`src/hw/rtl/cet_pkg.sv`:
```
// Package: types, register indexes and state encoding for the cubic ease tween.
`default_nettype none
package cet_pkg;

  typedef struct packed {
    logic        kind;
    logic [31:0] step_time;
  } in_t;

  typedef struct packed {
    logic signed [31:0] pos_x;
    logic signed [31:0] pos_y;
    logic signed [31:0] pos_z;
    logic               finished;
  } out_t;

  typedef enum logic [2:0] {
    REG_EASE_MODE = 3'd0,
    REG_START_X   = 3'd1,
    REG_START_Y   = 3'd2,
    REG_START_Z   = 3'd3,
    REG_END_X     = 3'd4,
    REG_END_Y     = 3'd5,
    REG_END_Z     = 3'd6,
    REG_DURATION  = 3'd7
  } reg_idx_e;

  typedef enum logic [1:0] {
    MODE_IN    = 2'd0,
    MODE_OUT   = 2'd1,
    MODE_INOUT = 2'd2,
    MODE_ZERO  = 2'd3
  } ease_mode_e;

  typedef enum logic [3:0] {
    ST_IDLE,
    ST_DIV,
    ST_PREP,
    ST_SQ,
    ST_CUBE,
    ST_FRAC,
    ST_LERP,
    ST_OUT
  } state_e;

  localparam logic [30:0] OneQ30 = 31'h4000_0000;
  localparam int unsigned DivSteps = 32;

endpackage
`default_nettype wire

```
`src/hw/rtl/cet_div.sv`:
```
// Restoring divider: 32 quotient bits of num / den, one bit per cycle.
`default_nettype none
module cet_div (
  input  logic        clk_i,
  input  logic        rst_ni,
  input  logic        start_i,
  input  logic [63:0] num_i,
  input  logic [31:0] den_i,
  output logic        busy_o,
  output logic [31:0] quo_o
);

  logic [63:0] num_q, num_d;
  logic [32:0] rem_q, rem_d;
  logic [31:0] den_q, den_d;
  logic [31:0] quo_q, quo_d;
  logic [5:0]  cnt_q, cnt_d;
  logic        busy_q, busy_d;
  logic [33:0] trial;
  logic [32:0] shifted;

  // the quotient fits 32 bits: caller guarantees num < den * 2^32
  always_comb begin
    num_d   = num_q;
    rem_d   = rem_q;
    den_d   = den_q;
    quo_d   = quo_q;
    cnt_d   = cnt_q;
    busy_d  = busy_q;
    shifted = {rem_q[31:0], num_q[63]};
    trial   = {1'b0, shifted} - {2'b00, den_q};
    if (start_i) begin
      num_d  = {num_i[31:0], 32'd0};
      rem_d  = {1'b0, num_i[63:32]};
      den_d  = den_i;
      cnt_d  = 6'(cet_pkg::DivSteps);
      busy_d = 1'b1;
    end else if (busy_q) begin
      num_d = {num_q[62:0], 1'b0};
      if (!trial[33]) begin
        rem_d = trial[32:0];
        quo_d = {quo_q[30:0], 1'b1};
      end else begin
        rem_d = shifted;
        quo_d = {quo_q[30:0], 1'b0};
      end
      cnt_d = cnt_q - 6'd1;
      if (cnt_q == 6'd1) begin
        busy_d = 1'b0;
      end
    end
  end

  always_ff @(posedge clk_i or negedge rst_ni) begin
    if (!rst_ni) begin
      busy_q <= 1'b0;
      cnt_q  <= '0;
    end else begin
      busy_q <= busy_d;
      cnt_q  <= cnt_d;
    end
  end

  always_ff @(posedge clk_i) begin
    num_q <= num_d;
    rem_q <= rem_d;
    den_q <= den_d;
    quo_q <= quo_d;
  end

  assign busy_o = busy_q;
  assign quo_o  = quo_q;

endmodule
`default_nettype wire

```
`src/hw/rtl/cubic_ease_position_tween.sv`:
```
// Top level: cubic eased 3-D position tween with a shared divider and multiplier.
`default_nettype none
// A restart transaction and a tick while idle are handled in the idle state;
// a tick that passes the duration, or in the zero-vector mode, goes straight
// to the output state; an eased tick first runs the bit-serial divider for
// the progress fraction, then one shared 33x33 multiplier used in turn for
// the square, the cube and the three axis interpolations. After a tick with a
// result, input ready is low from acceptance until the result has been taken.
module cubic_ease_position_tween (
  input  logic           clk_i,
  input  logic           rst_ni,
  input  logic           in_valid_i,
  output logic           in_ready_o,
  input  cet_pkg::in_t   in_data_i,
  output logic           out_valid_o,
  input  logic           out_ready_i,
  output cet_pkg::out_t  out_data_o,
  input  logic           cfg_we_i,
  input  logic [2:0]     cfg_idx_i,
  input  logic [31:0]    cfg_wdata_i
);

  logic [1:0]  mode_q;
  logic [31:0] sx_q, sy_q, sz_q, ex_q, ey_q, ez_q, dur_q;
  logic [31:0] elapsed_q, elapsed_d;
  logic        moving_q, moving_d;
  cet_pkg::state_e state_q, state_d;
  cet_pkg::out_t   res_q, res_d;
  logic [31:0] frac_q, frac_d;
  logic        second_q, second_d;
  logic [1:0]  axis_q, axis_d;

  logic        div_start, div_busy;
  logic [63:0] div_num;
  logic [31:0] div_quo;
  logic [32:0] sum;
  logic [31:0] sat;
  logic [32:0] two_e;

  logic signed [32:0] mul_a, mul_b;
  logic signed [65:0] mul_p;
  logic [31:0] sq;
  logic [31:0] cube;
  logic [31:0] s_sel, e_sel;
  logic signed [32:0] diff;
  logic signed [31:0] lerp;

  cet_div u_div (
    .clk_i   (clk_i),
    .rst_ni  (rst_ni),
    .start_i (div_start),
    .num_i   (div_num),
    .den_i   (dur_q),
    .busy_o  (div_busy),
    .quo_o   (div_quo)
  );

  always_ff @(posedge clk_i or negedge rst_ni) begin
    if (!rst_ni) begin
      mode_q <= 2'd0;
      sx_q <= '0; sy_q <= '0; sz_q <= '0;
      ex_q <= '0; ey_q <= '0; ez_q <= '0;
      dur_q <= 32'd65536;
    end else if (cfg_we_i) begin
      case (cfg_idx_i)
        cet_pkg::REG_EASE_MODE: mode_q <= cfg_wdata_i[1:0];
        cet_pkg::REG_START_X:   sx_q <= cfg_wdata_i;
        cet_pkg::REG_START_Y:   sy_q <= cfg_wdata_i;
        cet_pkg::REG_START_Z:   sz_q <= cfg_wdata_i;
        cet_pkg::REG_END_X:     ex_q <= cfg_wdata_i;
        cet_pkg::REG_END_Y:     ey_q <= cfg_wdata_i;
        cet_pkg::REG_END_Z:     ez_q <= cfg_wdata_i;
        cet_pkg::REG_DURATION:  dur_q <= cfg_wdata_i;
        default: ;
      endcase
    end
  end

  assign sum   = {1'b0, elapsed_q} + {1'b0, in_data_i.step_time};
  assign sat   = sum[32] ? 32'hFFFF_FFFF : sum[31:0];
  assign two_e = {elapsed_q, 1'b0};

  always_comb begin
    case (axis_q)
      2'd0:    begin s_sel = sx_q; e_sel = ex_q; end
      2'd1:    begin s_sel = sy_q; e_sel = ey_q; end
      default: begin s_sel = sz_q; e_sel = ez_q; end
    endcase
  end
  assign diff = 33'(signed'(e_sel)) - 33'(signed'(s_sel));

  // shared multiplier operands
  always_comb begin
    mul_a = 33'(signed'({1'b0, frac_q}));
    mul_b = 33'(signed'({1'b0, frac_q}));
    case (state_q)
      cet_pkg::ST_CUBE: mul_a = 33'(signed'({1'b0, res_q.pos_x}));
      cet_pkg::ST_LERP: mul_b = diff;
      default: ;
    endcase
  end
  assign mul_p = 66'(mul_a) * 66'(mul_b);
  assign sq    = mul_p[61:30];
  assign cube  = mul_p[61:30];
  assign lerp  = 32'(signed'(s_sel)) + 32'(mul_p >>> 30);

  always_comb begin
    state_d = state_q;
    if (!in_valid_i && state_q == cet_pkg::ST_IDLE) state_d = state_q;
    case (state_q)
      cet_pkg::ST_IDLE: begin
        if (in_valid_i && in_data_i.kind == 1'b0 && moving_q) begin
          if (sat > dur_q || mode_q == cet_pkg::MODE_ZERO) state_d = cet_pkg::ST_OUT;
          else state_d = cet_pkg::ST_PREP;
        end
      end
      cet_pkg::ST_PREP: state_d = cet_pkg::ST_DIV;
      cet_pkg::ST_DIV:  if (!div_busy) state_d = cet_pkg::ST_SQ;
      cet_pkg::ST_SQ:   state_d = cet_pkg::ST_CUBE;
      cet_pkg::ST_CUBE: state_d = cet_pkg::ST_FRAC;
      cet_pkg::ST_FRAC: state_d = cet_pkg::ST_LERP;
      cet_pkg::ST_LERP: if (axis_q == 2'd2) state_d = cet_pkg::ST_OUT;
      cet_pkg::ST_OUT:  if (out_ready_i) state_d = cet_pkg::ST_IDLE;
      default:          state_d = cet_pkg::ST_IDLE;
    endcase
  end

  always_comb begin
    elapsed_d = elapsed_q;
    moving_d  = moving_q;
    res_d     = res_q;
    frac_d    = frac_q;
    second_d  = second_q;
    axis_d    = axis_q;
    div_start = 1'b0;
    div_num   = '0;
    case (state_q)
      cet_pkg::ST_IDLE: begin
        if (in_valid_i) begin
          if (in_data_i.kind) begin
            elapsed_d = '0;
            moving_d  = 1'b1;
          end else if (moving_q) begin
            elapsed_d = sat;
            res_d.finished = 1'b0;
            if (sat > dur_q) begin
              res_d.pos_x = ex_q; res_d.pos_y = ey_q; res_d.pos_z = ez_q;
              res_d.finished = 1'b1;
              moving_d = 1'b0;
            end else if (mode_q == cet_pkg::MODE_ZERO) begin
              res_d.pos_x = '0; res_d.pos_y = '0; res_d.pos_z = '0;
            end
          end
        end
      end
      cet_pkg::ST_PREP: begin
        div_start = 1'b1;
        second_d  = 1'b0;
        axis_d    = 2'd0;
        if (mode_q == cet_pkg::MODE_INOUT) begin
          if (two_e < {1'b0, dur_q}) begin
            div_num = {31'd0, elapsed_q, 1'b0} << 30;
          end else begin
            second_d = 1'b1;
            div_num  = {31'd0, 33'(dur_q - elapsed_q) << 1} << 30;
          end
        end else begin
          div_num = {32'd0, elapsed_q} << 30;
        end
      end
      cet_pkg::ST_DIV: begin
        if (!div_busy) begin
          // zero duration: progress is full, so only ease in starts from one
          if (dur_q == '0) begin
            frac_d = (mode_q == cet_pkg::MODE_IN) ? {1'b0, cet_pkg::OneQ30} : '0;
          end else if (mode_q == cet_pkg::MODE_OUT) begin
            frac_d = {1'b0, cet_pkg::OneQ30} - div_quo;
          end else begin
            frac_d = div_quo;
          end
        end
      end
      cet_pkg::ST_SQ:   res_d.pos_x = sq;
      cet_pkg::ST_CUBE: frac_d = cube;
      cet_pkg::ST_FRAC: begin
        case (mode_q)
          cet_pkg::MODE_OUT: frac_d = {1'b0, cet_pkg::OneQ30} - frac_q;
          cet_pkg::MODE_INOUT:
            frac_d = second_q ? {1'b0, cet_pkg::OneQ30} - {1'b0, frac_q[31:1]}
                              : {1'b0, frac_q[31:1]};
          default: ;
        endcase
      end
      cet_pkg::ST_LERP: begin
        case (axis_q)
          2'd0:    res_d.pos_x = lerp;
          2'd1:    res_d.pos_y = lerp;
          default: res_d.pos_z = lerp;
        endcase
        axis_d = axis_q + 2'd1;
      end
      default: ;
    endcase
  end

  always_ff @(posedge clk_i or negedge rst_ni) begin
    if (!rst_ni) begin
      state_q   <= cet_pkg::ST_IDLE;
      elapsed_q <= '0;
      moving_q  <= 1'b0;
    end else begin
      state_q   <= state_d;
      elapsed_q <= elapsed_d;
      moving_q  <= moving_d;
    end
  end

  always_ff @(posedge clk_i) begin
    res_q    <= res_d;
    frac_q   <= frac_d;
    second_q <= second_d;
    axis_q   <= axis_d;
  end

  assign in_ready_o  = (state_q == cet_pkg::ST_IDLE);
  assign out_valid_o = (state_q == cet_pkg::ST_OUT);
  assign out_data_o  = res_q;

`ifndef SYNTHESIS
  a_one_side: assert property (@(posedge clk_i) disable iff (!rst_ni)
    !(in_ready_o && out_valid_o)) else $error("ready and valid together");
  a_fin_stops: assert property (@(posedge clk_i) disable iff (!rst_ni)
    out_valid_o && out_ready_i && out_data_o.finished |-> !moving_q)
    else $error("finished while moving");
  a_div_only_busy: assert property (@(posedge clk_i) disable iff (!rst_ni)
    div_busy |-> state_q == cet_pkg::ST_DIV) else $error("divider busy out of turn");
`endif

endmodule
`default_nettype wire
```
`config.mk`:
```
export PLATFORM = sky130hd
export DESIGN_NAME = cubic_ease_position_tween
export DESIGN_NICKNAME = d
export VERILOG_FILES = /design/src/hw/rtl/cet_pkg.sv /design/src/hw/rtl/cet_div.sv /design/src/hw/rtl/cubic_ease_position_tween.sv
export SDC_FILE = /design/constraint.sdc
export NUM_CORES = 2
export LEC_CHECK = 0
export ABC_CLOCK_PERIOD_IN_PS = 26900
export BUFFER_PORTS_ARGS = -buffer_cell sky130_fd_sc_hd__buf_2
export CORE_MARGIN = 3
export CORE_UTILIZATION = 30
export DETAILED_ROUTE_END_ITERATION = 8
export PLACE_DENSITY_LB_ADDON = 0.1
export SYNTH_ARGS = -nofsm -noshare
export SYNTH_HDL_FRONTEND = slang
export SYNTH_HIERARCHICAL = 1
export SYNTH_SLANG_ARGS = --single-unit
```
`constraint.sdc`:
```
create_clock -name clk_i -period 26.9 [get_ports clk_i]
set_clock_uncertainty 0.15 [all_clocks]
set_input_delay 5.38 -clock clk_i [delete_from_list [all_inputs] [get_ports clk_i]]
set_output_delay 5.38 -clock clk_i [all_outputs]
set_load 0.02 [all_outputs]
```
# After elaboration in Yosys (flattened, before gate mapping)
# Cells that the tools add are included.
# word_totals
regBits,530
latch_bits,0
ram_bits,0
mem_bits_ro,0
in_bits,73
output_inout_bits,99
wordCells,154
memories,0
# op_classes
add_sub_neg,10
n_mul,1
div,0
magnitude_cmp,2
n_eq_ne,32
shift,0
n_mux,51
bitwise,2
reduce_logical,32
# ops
operator,n
32-bit two-way mux,14
97-bit two-way mux,3
64-bit two-way mux,4
96-bit two-way mux,2
32-bit case mux with 2 select lines,3
32-bit case mux with 3 select lines,2
64-bit case mux with 2 select lines,1
"31-bit by 32-bit subtractor with 32-bit output, first input constant",2
63-bit two-way mux,1
33-bit by 33-bit multiplier with 62-bit output,1
33-bit by 32-bit subtractor with 34-bit output,1
32-bit by 32-bit adder with 33-bit output,1
33-bit by 32-bit < comparator with 1-bit output,1
33-bit two-way mux,1
32-bit by 32-bit subtractor with 33-bit output,1
32-bit adder,1
32-bit greater-than comparator,1
32-bit logical NOT,1
4-bit case mux with 8 select lines,1
"31-bit by 31-bit subtractor with 32-bit output, first input constant",1
32-bit subtractor,1
31-bit two-way mux,1
2-bit AND reduction,10
6-bit AND reduction,3
31 further kinds,72

# Logic depth before layout (Yosys ltp)
# logic_depth
word_depth,8
depth_mapped,64
depth_no_buf,60

# Cells and area by module
# The synthesis kept the hierarchy.
# by_module_without_submodules
mod,n_inst,cells_each,area_each_um2,seq_area_each_um2
cubic_ease_position_tween,1,6602,60112.7,10521.3
cet_div,1,561,7003.0,4018.9

# Least setup slack after synthesis
# Ideal clock, no wire load.
# synth_path
kind,reg-to-reg
start,register axis_q[0]
end,register res_q (netlist bit out_data_o[94]) (data pin)
setup_time_ns,0.259
arrival_ns,13.035
t_required_ns,26.491
slack_ns,13.456
stages_incl_launch_ff,56
n_path_buf,4
period_less_slack_ns,13.444
path_cell_list,edfxtp_1 ha_1 nor2_1 buf_2 buf_1 buf_1 nand2_1 nand2_1 ha_1 inv_1 fa_1 nor3b_1 a31oi_1 o21ai_1 o211a_1 o31a_1 nand2b_1 a31oi_1 [20 not listed] a21o_1 o21a_1 or3_1 a31oi_1 o21bai_1 a21oi_1 xnor2_1 ha_1 nand3_1 inv_1 a221o_1 nor3_2 o221ai_1 a221oi_2 o211ai_1 and3_1 o21a_1 a211o_1
# synth_rtl
item,line_no,rtl
"start, declared",cubic_ease_position_tween.sv:31,"logic [1:0] axis_q, axis_d;"
"start signal, assigned",cubic_ease_position_tween.sv:222,axis_q <= axis_d;
"end signal, assigned",cubic_ease_position_tween.sv:219,res_q <= res_d;
"end, declared",cubic_ease_position_tween.sv:28,"cet_pkg::out_t res_q, res_d;"

==> flow_summary.json <==
{
  "finalWeightedCongestion": 0.887,
  "yosysSeqAreaShare": 0.217,
  "synthArstFlopShare": 0.509,
  "min_period_ns": 16.29,
  "routedWlPerCell_um": 25.0,
  "first_pass_iters": 6,
  "arrival_ns": 16.57,
  "min_delay_path_depth": 0,
  "cts_hold_buf": 0,
  "critical_path_class": "reg2reg",
  "setup_viol": 0,
  "clock_latency_ns": 0.68,
  "ant_nets": 0,
  "hp-start": "u_div/quo_o[19]",
  "r2r_end": "out_data_o[94]",
  "final_nets": 8719,
  "dieArea_mm2": 0.229,
  "cts_resized": 0,
  "cp-endpoint": "out_data_o[94]",
  "slew_viol_final": 0,
  "fp.coreArea_mm2": 0.221,
  "area_delta_synth_final_pct": 10.3,
  "clock_path_buffers": 3,
  "yosys-top-cells-area": "fa_1 (28%), edfxtp_1 (12%), dfrtp_1 (10%)",
  "grt-ovfl-total": 0,
  "vias_per_cell": 5.08,
  "met2_usage": 0.350,
  "wirelength_um": 256000,
  "synth_compound_area_frac": 0.101,
  "synthDistinctLibCells": 103,
  "drtIter0Drc": 3708,
  "max_freq_mhz": 61.4,
  "relSlewSlack": 0.130,
  "finalSetupTns_ns": 0,
  "synthAdderAreaFrac": 0.371,
  "r2r_setup_slack_ns": 10.61,
  "status": "complete, no violations",
  "cp-startpoint": "axis_q[0]",
  "worst_path_max_delay_cell": "a311oi_1",
  "grtUsageTotal": 0.223,
  "synth_warnings": 6,
  "fill_cells": 23000,
  "synth_mux_area_frac": 0.0608,
  "vias": 52000,
  "post_synth_inst_count": 7163,
  "dp_hpwl_um": 195000,
  "clkTransAtPathRegs_ns": 0.07,
  "root_buffer": "clkbuf_16",
  "drc": 0,
  "seq_area_mm2": 0.0145,
  "timing.rr.start": "axis_q[0]",
  "numCtsBuffers": 57,
  "rows": 172,
  "drv_cap": 0,
  "grt.busiest_layer": "met2",
  "timing_hold_violations_final": 0,
  "cts.htree.levels": 2,
  "antenna_found_initial": 7,
  "start_kind": "register",
  "start_util": 0.304,
  "grt_pass1_wl_um": 380000,
  "rsz0062_at_grt": "no",
  "synth_xor_area_frac": 0.0329,
  "chipHeight_um": 479,
  "synth_top_family_by_area": "adder cells",
  "synth-simple-area-share": 0.133,
  "cp_data_required_time_ns": 27.18,
  "io_pins": 172,
  "min_path_type": "reg2reg",
  "final_cell_mix": "inv_1 (1,163), nand2_1 (1,055), fa_1 (931)",
  "gr-usage-met3": 0.0239,
  "synth_edf_count": 260,
  "drive_above_1_share": 0.112,
  "ys_ff_latch": 529,
  "rr_worst_depth": 57,
  "synth.top_cell.area_share": 0.278,
  "grt_max_degree": 86,
  "synth_flop_cell": "dfrtp_1",
  "cts_tree": "done",
  "synthesis.area_mm2": 0.0671,
  "cts_setup_buffers": 0,
  "die_w_um": 479,
  "largest_reg_flops": 97,
  "yosysTopAreaCell": "fa_1",
  "worstMarginPinSlew_ns": 1.29,
  "critical_path.max_fanout": 69,
  "portBuffers": 171,
  "final_common_cell": "inv_1",
  "multi_input_area_mm2": 0.0473,
  "cp-end-kind": "register",
  "first_global_vias": 54400,
  "max_stage_delay_ns": 0.69,
  "clkSinkCount": 529,
  "fin_crit_sh": 0.606,
  "grt_use_met1": 0.330,
  "avgSynthCellArea_um2": 9.37
}
==> synthesized netlist by cell type (18+ instances only) <==
master and count:
nand2_1 1056, dfrtp_1 268, a22oi_1 37, inv_1 1164
fa_1 931, and3_1 27, and2_1 51, edfxtp_1 260
nand2b_1 81, o211ai_1 24, nor2_1 518, a21o_1 120
a21oi_1 230, o21a_1 29, mux2_2 286, o31ai_1 22
clkbuf_1 320, ha_1 494, mux2i_1 85, nand4_1 33
o22ai_1 28, o311ai_0 18, nand3_1 79, o21ai_0 173
buf_1 27, xor2_1 100, or3_1 33, a31oi_1 20
nand3b_1 21, nor4_1 28, o21bai_1 27, nor2b_1 36
o21ai_1 28, a211oi_1 41, xnor2_1 145, nor3_1 47
a22o_1 74
==> worst max-delay path: cells and delay by family, from the launching register on <==
kind | cells | cell delay, ns
AO/OA/AOI/OAI | 24 | 6.58
XOR/XNOR | 2 | 0.47
adder cells (fa/ha/maj) | 12 | 4.82
buffers and inverters | 11 | 2.03
flip-flops | 1 | 0.38
multiplexers | 1 | 0.14
AND/OR/NAND/NOR | 7 | 1.43
==> layer usage <==
layer | wire length, um | vias up
met3 | 13000 | 269
met5 | 12 | -
li1 | - | 23300
met4 | 6030 | 2
met1 | 123000 | 26900
met2 | 114000 | 1485
==> final cells by class <==
type,count,share of cell area
Tap cell,2958,0.0500
Clock buffer,71,0.0212
Inverter,1166,0.0592
Clock inverter,37,0.00631
Multi-Input combinational cell,5144,0.639
Antenna cell,7,0.000237
Timing Repair Buffer,323,0.0271
Sequential cell,529,0.196
==> kinds of logic after synthesis <==
kind of cell    Yosys count
simple gates           2063
buf+inv                1520
fa+ha+maj              1431
compound gates          999
flops                   529
mux                     372
xor+xnor                248
other cells               1
==> worst min path at each step <==
stage               slack [ns]         endpoint
global placement          0.33          sz_q[3]
finish                    0.34  u_div/quo_o[20]
CTS                       0.35  u_div/quo_o[20]
floorplan                 0.31  u_div/quo_o[25]
global route              0.37  u_div/quo_o[16]
detailed placement        0.34          sz_q[3]
==> through the flow <==
| stage | cells | hold slack, ns | area [um^2] | util | worst slack (ns) |
|---|---|---|---|---|---|
| floorplan | 7193 | 0.312 | 67200 | - | 13.46 |
| global placement | 10100 | 0.332 | 71900 | 0.326 | 10.81 |
| detailed placement | 10100 | 0.339 | 71900 | 0.326 | 10.60 |
| CTS | 10200 | 0.349 | 74000 | 0.335 | 10.55 |
| global route | 10200 | 0.366 | 74000 | 0.335 | 9.63 |
| finish | 10200 | 0.342 | 74000 | 0.335 | 10.61 |
Power is not shown: default switching activity piles up to over one toggle a cycle in this logic, so the estimate is an artifact.
